**config.mk**
```make
export PLATFORM = sky130hd
export DESIGN_NAME = mcw_ctrl
export DESIGN_NICKNAME = d
export VERILOG_FILES = /design/src/hdl/min_cover_window_finder_unit_assert.svh /design/src/hdl/mcw_pkg.sv /design/src/hdl/mcw_ctrl.sv
export SDC_FILE = /design/constraint.sdc
export NUM_CORES = 1
export LEC_CHECK = 0
export BUFFER_PORTS_ARGS = -buffer_cell sky130_fd_sc_hd__buf_2
export CELL_PAD_IN_SITES_DETAIL_PLACEMENT = 1
export CELL_PAD_IN_SITES_GLOBAL_PLACEMENT = 2
export CORE_MARGIN = 2
export CORE_UTILIZATION = 21
export DETAILED_ROUTE_END_ITERATION = 16
export GPL_TIMING_DRIVEN = 0
export HOLD_SLACK_MARGIN = 0.12
export PLACE_DENSITY = 0.8
export SYNTH_ARGS = -nofsm -noshare
export SYNTH_HDL_FRONTEND = slang
export SYNTH_SLANG_ARGS = --single-unit
```
**constraint.sdc**
```tcl
create_clock -name clock -period 3.2 [get_ports clock]
set_input_delay 0.16 -clock clock [delete_from_list [all_inputs] [get_ports clock]]
set_output_delay 0.16 -clock clock [all_outputs]
set_load 0.01 [all_outputs]
```
**src/hdl/min_cover_window_finder_unit_assert.svh**
```systemverilog
// ----------------------------------------------------------------------------
// min_cover_window_finder_unit_assert.svh
// Assertion macros used by the window finder top level.
// ----------------------------------------------------------------------------
`ifndef MIN_COVER_WINDOW_FINDER_UNIT_ASSERT_SVH
`define MIN_COVER_WINDOW_FINDER_UNIT_ASSERT_SVH

`ifndef ASSERT_OFF

// same-cycle implication
`define MCW_ASSERT_IMP(label, clk, rst, ante, cons, msg) \
   label: assert property (@(posedge clk) disable iff (rst) (ante) |-> (cons)) \
      else $error(msg);

// next-cycle implication
`define MCW_ASSERT_NXT(label, clk, rst, ante, cons, msg) \
   label: assert property (@(posedge clk) disable iff (rst) (ante) |=> (cons)) \
      else $error(msg);

`else

`define MCW_ASSERT_IMP(label, clk, rst, ante, cons, msg)
`define MCW_ASSERT_NXT(label, clk, rst, ante, cons, msg)

`endif

`endif

```
**src/hdl/mcw_pkg.sv**
```systemverilog
// ----------------------------------------------------------------------------
// mcw_pkg
// Sizes, codes and controller/datapath interface types of the window finder.
// ----------------------------------------------------------------------------
package mcw_pkg;

   localparam int MAX_TEXT    = 4096;
   localparam int MAX_PATTERN = 4096;
   localparam int ALPHABET    = 128;

   localparam int CH_W    = 7;
   localparam int START_W = 12;
   localparam int LEN_W   = 13;

   localparam int WIN_AW = $clog2(MAX_TEXT);       // window buffer address
   localparam int POS_W  = $clog2(MAX_TEXT) + 1;   // text position, holds MAX_TEXT
   localparam int CNT_W  = $clog2(MAX_PATTERN) + 1; // missing count
   localparam int DEM_W  = CNT_W + 1;              // signed demand
   localparam int DEM_AW = $clog2(ALPHABET);       // demand table address

   // demand read address source
   localparam logic SEL_CH  = 1'b0;
   localparam logic SEL_WIN = 1'b1;

   // input kinds
   localparam logic OP_PATTERN = 1'b0;
   localparam logic OP_TEXT    = 1'b1;

   typedef struct packed {
      logic dem_rd;      // read demand entry
      logic dem_sel;     // SEL_CH or SEL_WIN
      logic pat_add;     // demand +1, missing +1
      logic txt_sub;     // demand -1, missing -1 if demand was positive
      logic drop_add;    // demand +1, missing +1 if demand was zero
      logic win_wr;      // store char at next position
      logic win_rd;      // record window, read front char, advance front
      logic empty_text;  // text beat with nothing missing
      logic set_text;    // text phase begins
      logic set_ovf;     // truncation seen
      logic finish;      // load result, clear job
   } mcw_cmd_type;

   typedef struct packed {
      logic text_phase;
      logic miss_zero;
      logic pat_full;
      logic text_full;
      logic window_open;
      logic rsp_free;
   } mcw_stat_type;

endpackage

```
**src/hdl/mcw_ctrl.sv**
```systemverilog
// ----------------------------------------------------------------------------
// mcw_ctrl
// Sequencer: takes beats, steps the demand/window updates and the shrink loop.
// ----------------------------------------------------------------------------
module mcw_ctrl
   import mcw_pkg::*;
(
   input  logic         clock,
   input  logic         reset,
   input  logic         req_tvalid,
   input  logic         req_op,
   input  logic         req_last,
   output logic         req_tready,
   input  mcw_stat_type stat,
   output mcw_cmd_type  cmd
);

   localparam logic [2:0] S_IDLE     = 3'd0;
   localparam logic [2:0] S_PAT      = 3'd1;
   localparam logic [2:0] S_TXT      = 3'd2;
   localparam logic [2:0] S_CHECK    = 3'd3;
   localparam logic [2:0] S_DROP_RD  = 3'd4;
   localparam logic [2:0] S_DROP_UPD = 3'd5;
   localparam logic [2:0] S_FINISH   = 3'd6;

   logic [2:0] state_ff, state_in;
   logic       last_ff, last_in;
   logic       accept;

   assign req_tready = (state_ff == S_IDLE);
   assign accept     = req_tvalid && req_tready;

   always_comb begin
      state_in = state_ff;
      last_in  = last_ff;
      cmd      = '0;
      unique case (state_ff)
         S_IDLE: begin
            if (accept) begin
               if (req_op == OP_PATTERN) begin
                  if (stat.text_phase) begin
                     // late pattern char: dropped
                  end else if (stat.pat_full) begin
                     cmd.set_ovf = 1'b1;
                  end else begin
                     cmd.dem_rd  = 1'b1;
                     cmd.dem_sel = SEL_CH;
                     state_in    = S_PAT;
                  end
               end else begin
                  cmd.set_text = 1'b1;
                  last_in      = req_last;
                  if (stat.miss_zero) begin
                     cmd.empty_text = 1'b1;
                     if (req_last) state_in = S_FINISH;
                  end else if (stat.text_full) begin
                     cmd.set_ovf = 1'b1;
                     if (req_last) state_in = S_FINISH;
                  end else begin
                     cmd.win_wr  = 1'b1;
                     cmd.dem_rd  = 1'b1;
                     cmd.dem_sel = SEL_CH;
                     state_in    = S_TXT;
                  end
               end
            end
         end
         S_PAT: begin
            cmd.pat_add = 1'b1;
            state_in    = S_IDLE;
         end
         S_TXT: begin
            cmd.txt_sub = 1'b1;
            state_in    = S_CHECK;
         end
         S_CHECK: begin
            if (stat.miss_zero && stat.window_open) begin
               cmd.win_rd = 1'b1;
               state_in   = S_DROP_RD;
            end else begin
               state_in = last_ff ? S_FINISH : S_IDLE;
            end
         end
         S_DROP_RD: begin
            cmd.dem_rd  = 1'b1;
            cmd.dem_sel = SEL_WIN;
            state_in    = S_DROP_UPD;
         end
         S_DROP_UPD: begin
            cmd.drop_add = 1'b1;
            state_in     = S_CHECK;
         end
         S_FINISH: begin
            if (stat.rsp_free) begin
               cmd.finish = 1'b1;
               state_in   = S_IDLE;
            end
         end
         default: begin
            state_in = S_IDLE;
         end
      endcase
   end

   always_ff @(posedge clock) begin
      if (reset) begin
         state_ff <= S_IDLE;
         last_ff  <= 1'b0;
      end else begin
         state_ff <= state_in;
         last_ff  <= last_in;
      end
   end

endmodule

```
==> impl_metrics.tcl, run 1 <==
set metrics [dict create \
    worst_pin_slew_ns 0.267 \
    cts.htree.levels 1 \
    crit_slowest_cell "sky130_fd_sc_hd__nor4b_4" \
    netlist-cell-type-count 23 \
    clock_skew_ns 0.00723 \
    p_sw_uw 52.4 \
    post_layout_nonfiller_instances 106 \
    met2_wirelength_um 496 \
    fin_tns_setup_ns 0 \
    drcViolationCount 0 \
    grt_start_max_net_pins 11 \
    synth_compound_gate_area_share_pct 31.1 \
    ctsResizeCount 0 \
    synth-simple-area-share_pct 36.4 \
    drt-met1-wl_um 563 \
    grt_pass1_wl_mm 1.79 \
    cp_common_cell "sky130_fd_sc_hd__buf_2" \
    clkPwrFrac_pct 35.7 \
    initialDrtViolationCount 5 \
    synth_nets 66 \
    std_cell_rows 15 \
    worst-endpoint-arrival_ns 1.43 \
    worst_hold_path_type "primary input to register" \
    ant_nets 0 \
    synth-seq-area-share_pct 21.0 \
    highest-signal-layer "met3" \
    number_of_primary_i_o_pins 23 \
    via_count 475 \
    synthesis.area_um2 382 \
    run_status "finished clean" \
    grt_pass1_vias 425 \
    place_hpwl_um 936 \
    worstSkewPairLatency_ns 0.24 \
    cp_max_fo 10 \
    viasPerCell 4.48 \
    filler_cell_count 238 \
    final_layout_size_suffix_gt1_share_pct 37.0 \
    floorplan.die.height_um 46.6 \
    finalWeightedCongestion 0.695 \
    ys.warnings.count 0 \
    sequential_cell_area_um2 80.1 \
    timing.critical_path.cells "buf_2 -> nor4b_4 -> nand2_1 -> nor3_1 -> buf_2" \
    num-nets-final 94 \
    fp.dieW_um 46.6 \
    grt_overflow 0 \
    tritoncts "built" \
    timing.final.crit_period_ns 1.59 \
    synth_fa_ha_area_share_pct 0 \
    synth_top_family_by_area "simple AND/OR/NAND/NOR gates" \
    antenna-diode-count 0 \
    p_per_area_mw_per_mm2 311 \
    multi_input_comb_area_um2 258 \
    firstDrtPassIters 2 \
    req_time_crit_path_ns 3.04 \
    report.final.setup_viol 0 \
    pwr-share-comb_pct 32.9 \
    synth.avg_cell_area_um2 6.94 \
    leakage_uw 0.000289 \
    wl_per_cell_um 10.8 \
    grt_setup_unrepaired "false" \
    synthToLayoutAreaGrowth_pct 45.6 \
    endpoint_type_of_the_worst_setup_path "output port" \
    vdd_ir_drop_max_uv 223 \
    layout_worst_path_cycle_share_pct 49.7 \
    synthesis.instances 55 \
    synthXorXnorAreaFrac_pct 0 \
    tritoncts_num_sinks 4 \
    setup.worst_path.class "register to output port" \
    power.internal_uw 120 \
    grt_antenna_before_repair 0 \
    cts_buffer_depth 2 \
    mux_share_of_post_synthesis_cell_area_pct 0 \
    cts-root-buf "sky130_fd_sc_hd__clkbuf_4" \
    grt_use_total_pct 11.6 \
    synth-seq-cells 4 \
    critical_path.startpoint_type "register" \
    routed_wirelength_mm 1.15 \
    clock_transition_time_at_the_flip_flop_clock_pins_of_the_worst_setup_and_hold_paths_ns 0.04 \
    dp_cells 102 \
    layout.cells.most_common_list "24 x sky130_fd_sc_hd__buf_2, 8 x sky130_fd_sc_hd__nor2_1, 7 x sky130_fd_sc_hd__nor3_1" \
    cpPeakStageDelay_ns 0.29 \
    report.final.hold_viol_count 0 \
    max_slew_margin_pct 82.1 \
    power.switching_fraction_pct 30.4 \
    final_max_slew_viol_count 0 \
    most_common_cell_after_layout_fill_and_taps_aside "sky130_fd_sc_hd__buf_2" \
    cts_made_buffers 3 \
    floorplan.core_area_mm2 0.00173 \
    maxClockFrequency_ghz 0.629 \
    whs_ns 0.201 \
    initial_util_pct 22.1 \
    dr_wl_met3_um 85 \
    dieArea_mm2 0.00217 \
    max_cap_violations 0 \
    seqPwrFrac_pct 31.4 \
    number_of_buffers_added_on_ports 22 \
]
critical path, delay by kind of cell (launching register included):
family                 cells  cell delay, ns
AND/OR/NAND/NOR            3            0.59
flip-flops                 1            0.28
buffers and inverters      2            0.33
area by class of cell:
type                            instances  share of cell area (%)
Multi-Input combinational cell         42                    46.4
Timing Repair Buffer                   23                    21.6
Sequential cell                         4                    14.4
Tap cell                               25                    5.63
Clock buffer                            3                    4.05
Inverter                                6                    4.05
Buffer                                  3                    3.83
worst paths after layout:
| kind | from | end | slack [ns] | cells after the start |
|---|---|---|---|---|
| setup / recovery | state_ff[1] | cmd[5] | 1.61 | 5 |
| setup reg to reg | state_ff[1] | state_ff[2] | 1.88 | 5 |
| hold reg to reg | last_ff | last_ff | 0.47 | 2 |
| hold / removal | req_last | last_ff | 0.20 | 3 |
registers in the layout, indices dropped and copies added, names as in the netlist:
name and cells:
last_ff 1, state_ff 3
power by group through the flow:
stage	Clock [µW]	Sequential [µW]	Combinational (µW)
after floorplan	0	54.6	34.4
after global placement	0	54.8	56.1
after detailed placement	0	54.9	56.6
after CTS	65.2	54.1	57.8
after global routing	71.8	54.4	63.6
final	61.6	54.1	56.8
metrics by stage:
stage / worst slack [ns] / util [%] / cell area, µm² / total power [µW]
floorplan: 1.90 / - / 382 / 89.0
global placement: 1.85 / 30.3 / 523 / 111
detailed placement: 1.83 / 30.3 / 523 / 112
CTS: 1.58 / 32.2 / 556 / 177
global route: 1.41 / 32.2 / 556 / 190
finish: 1.61 / 32.2 / 556 / 172
routing by layer:
layer | track usage (%) | vias to the layer above
met1 | 14.8 | 207
met4 | 0 | 0
met2 | 18.9 | 19
li1 | - | 249
met5 | 0 | -
met3 | 5.88 | 0
kinds of logic (layout without fill, tap and decap cells):
family,after synthesis,after routing
AO/OA/AOI/OAI,16,16
buffers and inverters,9,35
flip-flops,4,4
AND/OR/NAND/NOR,26,26
Yosys cell counts:
cell	instances	share of area [%]
sky130_fd_sc_hd__nor4b_4	1	6.2
sky130_fd_sc_hd__a21boi_0	1	2.0
sky130_fd_sc_hd__buf_6	1	3.0
sky130_fd_sc_hd__o21bai_1	3	5.9
sky130_fd_sc_hd__a311oi_1	1	2.3
sky130_fd_sc_hd__nor2b_1	1	1.6
sky130_fd_sc_hd__a211o_1	1	2.3
sky130_fd_sc_hd__o311a_1	1	2.6
sky130_fd_sc_hd__a21o_1	1	2.0
sky130_fd_sc_hd__a211oi_1	1	2.0
sky130_fd_sc_hd__nand2_1	4	3.9
sky130_fd_sc_hd__inv_1	6	5.9
sky130_fd_sc_hd__nand3b_1	1	2.0
sky130_fd_sc_hd__and3_1	1	1.6
sky130_fd_sc_hd__a21oi_1	4	5.2
sky130_fd_sc_hd__o21ai_0	1	1.3
sky130_fd_sc_hd__nand3_1	3	3.9
sky130_fd_sc_hd__a32oi_1	1	2.3
sky130_fd_sc_hd__dfxtp_1	4	21
sky130_fd_sc_hd__a211oi_2	1	3.3
sky130_fd_sc_hd__buf_2	2	2.6
sky130_fd_sc_hd__nor3_1	7	9.2
sky130_fd_sc_hd__nor2_1	8	7.9
repair_timing:
item | CTS | global route
hold buffers | 1 | 0
setup buffers | 0 | 0
hold endpoints to repair | 1 | 0
No activity file was read; power rests on OpenSTA's default activity.
==> run 2: changes to the inputs <==
ABC_AREA = 1   (was unset)
CORE_UTILIZATION = 16   (was 21)
PLACE_DENSITY = 0.69   (was 0.8)
clock period = 1.3 ns   (was 3.2 ns; I/O delays follow)
==> run 2 against run 1 <==
Area after synthesis is 2.6% higher. Highest routed layer is now met4. Clock power increased to 2.6 times the previous value. Sequential share of layout area down 0.78 points. Wire length is 16% higher.
==> impl_metrics.tcl, run 2 <==
set metrics [dict create \
    worst_pin_slew_ns 0.222 \
    largest_register "state_ff" \
    maxClockFrequency_ghz 0.787 \
    grt_antenna_before_repair 0 \
    max_slew_margin_pct 85.0 \
    fin_tns_setup_ns 0 \
    via_count 547 \
    dieArea_mm2 0.00286 \
    clock_skew_ns 0.00210 \
    synth-seq-cells 4 \
    ff2ff_setup_slack_ns 0.03 \
    grt_pass1_vias 504 \
    final_layout_size_suffix_gt1_share_pct 45.9 \
    run_status "finished clean" \
    worst-endpoint-arrival_ns 1.44 \
    ant_nets 0 \
    dp_cells 117 \
    stdcell_area_um2 633 \
    detailed_place.area_um2 537 \
    final_util_pct 28.1 \
    min-delay-start "req_last" \
    tritoncts_num_sinks 4 \
    clock_transition_time_at_the_flip_flop_clock_pins_of_the_worst_setup_and_hold_paths_ns 0.04 \
    r2r_end "state_ff[2]" \
    firstDrtPassIters 2 \
    vdd_ir_drop_max_uv 334 \
    cts_buffer_depth 2 \
    endpoint_type_of_the_worst_setup_path "register" \
    filler_cell_count 312 \
    initialDrtViolationCount 1 \
    most_common_cell_after_layout_fill_and_taps_aside "sky130_fd_sc_hd__buf_2" \
    initial_util_pct 17.4 \
    tritoncts "built" \
    timing.critical_path.cells "inv_4 -> nand2_4 -> nor2_4 -> buf_4 -> buf_4 -> nand3_1 -> nand3_1 -> nand2_1 -> a21oi_2" \
    fp.dieW_um 53.5 \
    num-nets-final 111 \
    synth_async_sr_flop_share_pct 0 \
    largest_delay_contributor_family_on_the_critical_path "simple AND/OR/NAND/NOR gates" \
    grt_setup_unrepaired "true" \
    final_max_slew_viol_count 0 \
    ys.flop_type "sky130_fd_sc_hd__dfxtp_1" \
    report.final.setup_viol 0 \
    drcViolationCount 0 \
    cts_made_buffers 3 \
    post_layout_nonfiller_instances 126 \
    std_cell_rows 17 \
    setup.worst_path.class "register to register" \
    synth_nets 78 \
    crit_cells 9 \
    synthesis.area_um2 392 \
    layout.cells.most_common_list "22 x sky130_fd_sc_hd__buf_2, 13 x sky130_fd_sc_hd__nor2_1, 13 x sky130_fd_sc_hd__nand2_1" \
    largest_reg_flops 3 \
    netlist-cell-type-count 17 \
    layout_worst_path_cycle_share_pct 97.7 \
    synth.largest_area_cell "sky130_fd_sc_hd__dfxtp_1" \
    floorplan.core_area_mm2 0.00225 \
    synthesis.instances 67 \
    worst_hold_path_type "primary input to register" \
    crit_path_end "state_ff[2]" \
    largestRegisters "state_ff: 3 flops, last_ff: 1 flops" \
    setup_slack_ns 0.0299 \
    post_synth_main_area_contributors "sky130_fd_sc_hd__dfxtp_1 20%, sky130_fd_sc_hd__nand2_1 13%, sky130_fd_sc_hd__nor2_1 13%, sky130_fd_sc_hd__inv_1 9.6%, sky130_fd_sc_hd__nand3_1 8.9%" \
    critical_path.startpoint_type "register" \
    grt_overflow 0 \
    worstSkewPairLatency_ns 0.24 \
    number_of_buffers_added_on_ports 22 \
    leakage_uw 0.000347 \
    routed_wirelength_mm 1.33 \
    finalWeightedCongestion 0.786 \
    floorplan.die.height_um 53.5 \
    grt_start_max_net_pins 7 \
    place_worst_setup_slack_ns 0.100 \
    rr_startpoint "state_ff[1]" \
    netlist.area_leader.share_pct 20.4 \
    viasPerCell 4.34 \
    number_of_primary_i_o_pins 23 \
    timing.final.crit_period_ns 1.27 \
    p_per_area_mw_per_mm2 863 \
    grt_pass1_wl_mm 2.17 \
    cts.htree.levels 1 \
    cpPeakStageDelay_ns 0.34 \
    crit_slowest_cell "sky130_fd_sc_hd__dfxtp_4" \
    synth-edff-count 0 \
    ys.warnings.count 0 \
    req_time_crit_path_ns 1.47 \
    synth.avg_cell_area_um2 5.85 \
    place_hpwl_mm 1.04 \
    wl_per_cell_um 10.6 \
    cp_max_fo 4 \
    antenna-diode-count 0 \
    synth_commonest_cells "14 x sky130_fd_sc_hd__nand2_1, 14 x sky130_fd_sc_hd__nor2_1, 10 x sky130_fd_sc_hd__inv_1" \
    synthToLayoutAreaGrowth_pct 61.7 \
    cp.buffers_inverters 3 \
    report.final.hold_viol_count 0 \
    max_cap_violations 0 \
    synth-seq-area-share_pct 20.4 \
    cts-root-buf "sky130_fd_sc_hd__clkbuf_4" \
    grt_use_total_pct 10.7 \
    ff2ff_path_depth 9 \
    critical_path.startpoint "state_ff[1]" \
]
run 2: metal layers:
metal	share of wire (%)	vias to the layer above	GRT usage [%]
li1	-	275	-
met1	46	253	12.8
met2	48	16	17.7
met3	5.4	3	4.24
met4	0.53	0	2.56
met5	0	-	0
run 2: metrics by stage:
step	power [µW]	hold slack [ns]
final	547	0.145
after global routing	603	0.170
after CTS	549	0.142
after detailed placement	345	0.291
after global placement	342	0.284
after floorplan	273	0.127
run 2: what timing repair did:
item	CTS	global route
hold buffers	1	0
setup buffers	5	0
hold endpoints to repair	4	0
resized for setup	7	2
setup endpoints to repair	5	8
pin swaps	2	2
run 2: worst reg2reg max path: stages (launching register included):
cell and delay, ns:
sky130_fd_sc_hd__dfxtp_4 0.34, sky130_fd_sc_hd__inv_4 0.06, sky130_fd_sc_hd__nand2_4 0.07, sky130_fd_sc_hd__nor2_4 0.15
sky130_fd_sc_hd__buf_4 0.13, sky130_fd_sc_hd__buf_4 0.13, sky130_fd_sc_hd__nand3_1 0.07, sky130_fd_sc_hd__nand3_1 0.07
sky130_fd_sc_hd__nand2_1 0.07, sky130_fd_sc_hd__a21oi_2 0.11
run 2: how the worst min path moves through the flow:
stage,end,slack [ns],cells past startpoint
global placement,state_ff[2],0.28,2
detailed placement,state_ff[2],0.29,2
global route,last_ff,0.17,3
CTS,last_ff,0.14,3
floorplan,state_ff[2],0.13,1
finish,last_ff,0.15,3
run 2: logic make-up (layout without fill, tap and decap cells):
| kind of cell | after synthesis | in the layout | synth area share, % |
|---|---|---|---|
| simple gates | 42 | 42 | 53.0 |
| flops | 4 | 4 | 20.4 |
| buf+inv | 13 | 44 | 13.1 |
| compound gates | 8 | 8 | 13.4 |
run 2: where the power goes:
group | total, µW | internal, µW | switching (µW)
Sequential | 147 | 135 | 11.8
Clock | 158 | 104 | 54.7
Combinational | 242 | 106 | 136
Total | 547 | 344 | 202
run 2: layout make-up:
| type | instances | area, µm² | area share (%) |
|---|---|---|---|
| clock buffer | 3 | 22.5 | 3.56 |
| inverter | 13 | 53.8 | 8.50 |
| multi-input combinational | 50 | 278 | 43.9 |
| sequential | 4 | 86.3 | 13.6 |
| tap | 28 | 35.0 | 5.53 |
| timing repair buffer | 28 | 158 | 24.9 |
==> run 3: changes to the inputs <==
CORE_MARGIN = unset   (was 2)
SETUP_SLACK_MARGIN = 0.4   (was unset)
==> run 3 against run 2 <==
Critical path depth decreased by 3. Count of clock-buffer cells in the layout stayed put. Combinational power grew 27%. Global-route usage rose by 1.2 points. Power is 12% higher. Die area down 7.3%. Critical path type is now register to output port. Critical endpoint is now cmd[5]. Highest routed layer is now met3.
==> impl_metrics.tcl, run 3 (same netlist as run 2, synthesis figures left out) <==
set metrics [dict create \
    run_status "finished clean" \
    cts-root-buf "sky130_fd_sc_hd__clkbuf_4" \
    worst_pin_slew_ns 0.233 \
    report.final.hold_viol_count 0 \
    final_max_slew_viol_count 0 \
    endpoint_type_of_the_worst_setup_path "output port" \
    std_cell_rows 17 \
    grt_use_total_pct 11.9 \
    initialDrtViolationCount 12 \
    floorplan.core_area_mm2 0.00225 \
    dieArea_mm2 0.00265 \
    ff2ff_path_depth 7 \
    number_of_primary_i_o_pins 23 \
    drcViolationCount 0 \
    worstHoldPathCells 3 \
    clock_skew_ns 0.00120 \
    place_hpwl_mm 1.05 \
    cts_made_buffers 3 \
    number_of_buffers_added_on_ports 22 \
    grt_overflow 0 \
    req_time_crit_path_ns 1.24 \
    p_per_area_mw_per_mm2 799 \
    grt_antenna_before_repair 0 \
    grt_pass1_wl_mm 2.29 \
    grt_setup_unrepaired "true" \
    antenna-diode-count 0 \
    via_count 555 \
    critical_path.startpoint_type "register" \
    max_cap_violations 0 \
    vdd_ir_drop_max_uv 482 \
    ff2ff_setup_slack_ns 0.05 \
    worst_hold_path_type "primary input to register" \
    firstDrtPassIters 2 \
    grt_pass1_vias 538 \
    worst-endpoint-arrival_ns 1.22 \
    fin_tns_setup_ns 0 \
    ant_nets 0 \
    max_slew_margin_pct 84.4 \
    fp.dieW_um 51.5 \
    num-nets-final 119 \
    largest_reg_flops 3 \
    viasPerCell 4.14 \
    clock_transition_time_at_the_flip_flop_clock_pins_of_the_worst_setup_and_hold_paths_ns 0.04 \
    wl_per_cell_um 10.5 \
    most_common_cell_after_layout_fill_and_taps_aside "sky130_fd_sc_hd__buf_2" \
    rr_startpoint "state_ff[1]" \
    layout_worst_path_cycle_share_pct 98.8 \
    detailed_place.area_um2 551 \
    worst_hold_path.endpoint "last_ff" \
    tritoncts "built" \
    stdcell_area_um2 766 \
    min-delay-start "req_last" \
    cts.htree.levels 1 \
    synthToLayoutAreaGrowth_pct 95.5 \
    grt_start_max_net_pins 7 \
    layout.cells.most_common_list "20 x sky130_fd_sc_hd__buf_2, 13 x sky130_fd_sc_hd__nand2_1, 12 x sky130_fd_sc_hd__buf_4" \
    floorplan.die.height_um 51.5 \
    timing.final.crit_period_ns 1.28 \
    dp_cells 117 \
    finalWeightedCongestion 0.745 \
    cp_max_fo 4 \
    post_layout_nonfiller_instances 134 \
    r2r_end "last_ff" \
    setup.worst_path.class "register to output port" \
    leakage_uw 0.000391 \
    maxClockFrequency_ghz 0.778 \
    tritoncts_num_sinks 4 \
    initial_util_pct 17.4 \
    routed_wirelength_mm 1.40 \
    largest_register "state_ff" \
    power_uw 612 \
    report.final.setup_viol 0 \
    largestRegisters "state_ff: 3 flops, last_ff: 1 flops" \
    final_layout_size_suffix_gt1_share_pct 62.3 \
    cts_buffer_depth 2 \
    worstSkewPairLatency_ns 0.24 \
]
run 3: routing by layer:
layer  vias up  global-route usage [%]  wire, µm
li1        292                       -         -
met1       248                    14.5       660
met2        15                    19.7       678
met3         0                    4.46        62
met4         0                    2.70         0
met5         -                       0         0
run 3: worst max path at each step:
stage                      from          end  cells after the start
floorplan           state_ff[1]  state_ff[2]                      7
global placement    state_ff[1]       cmd[5]                      6
detailed placement  state_ff[1]      last_ff                      5
CTS                 state_ff[1]       cmd[5]                      6
global route        state_ff[1]       cmd[5]                      6
finish              state_ff[1]       cmd[5]                      6
run 3: area by class of cell:
type / instances / area [µm²]
Multi-Input combinational cell: 50 / 332
Clock buffer: 3 / 22.5
Inverter: 13 / 56.3
Tap cell: 28 / 35.0
Timing Repair Buffer: 36 / 234
Sequential cell: 4 / 86.3
Fill cell: 300 / 1490
run 3: repair_timing:
action                                  in CTS  in global routing
endpoints found under the setup margin      16                 16
setup buffers                                9                  4
hold buffers                                 1                  0
pin swaps                                    5                  8
endpoints found under the hold margin        4                  0
gates resized for setup                     14                  7
run 3: power by group:
part	leakage, µW	total, µW	internal (µW)	switching (µW)
Combinational	0.000343	307	146	160
Clock	0.0000138	158	103	54.3
Sequential	0.0000343	147	135	12.7
run 3: stage by stage:
step                      util (%)  hold slack, ns  worst slack (ns)
final                         34.0           0.146            0.0154
after global routing          34.0           0.145           -0.0807
after CTS                     31.3           0.151           -0.0111
after detailed placement      24.4           0.293             0.135
after global placement        24.4           0.277             0.162
after floorplan                  -           0.120             0.258
run 3: critical path, stage by stage (launching register included):
cell and delay [ns]:
sky130_fd_sc_hd__dfxtp_4 0.35, sky130_fd_sc_hd__inv_4 0.06, sky130_fd_sc_hd__nand2_4 0.06, sky130_fd_sc_hd__nor2_4 0.15
sky130_fd_sc_hd__nand3_4 0.11, sky130_fd_sc_hd__nor3_2 0.11, sky130_fd_sc_hd__buf_2 0.15
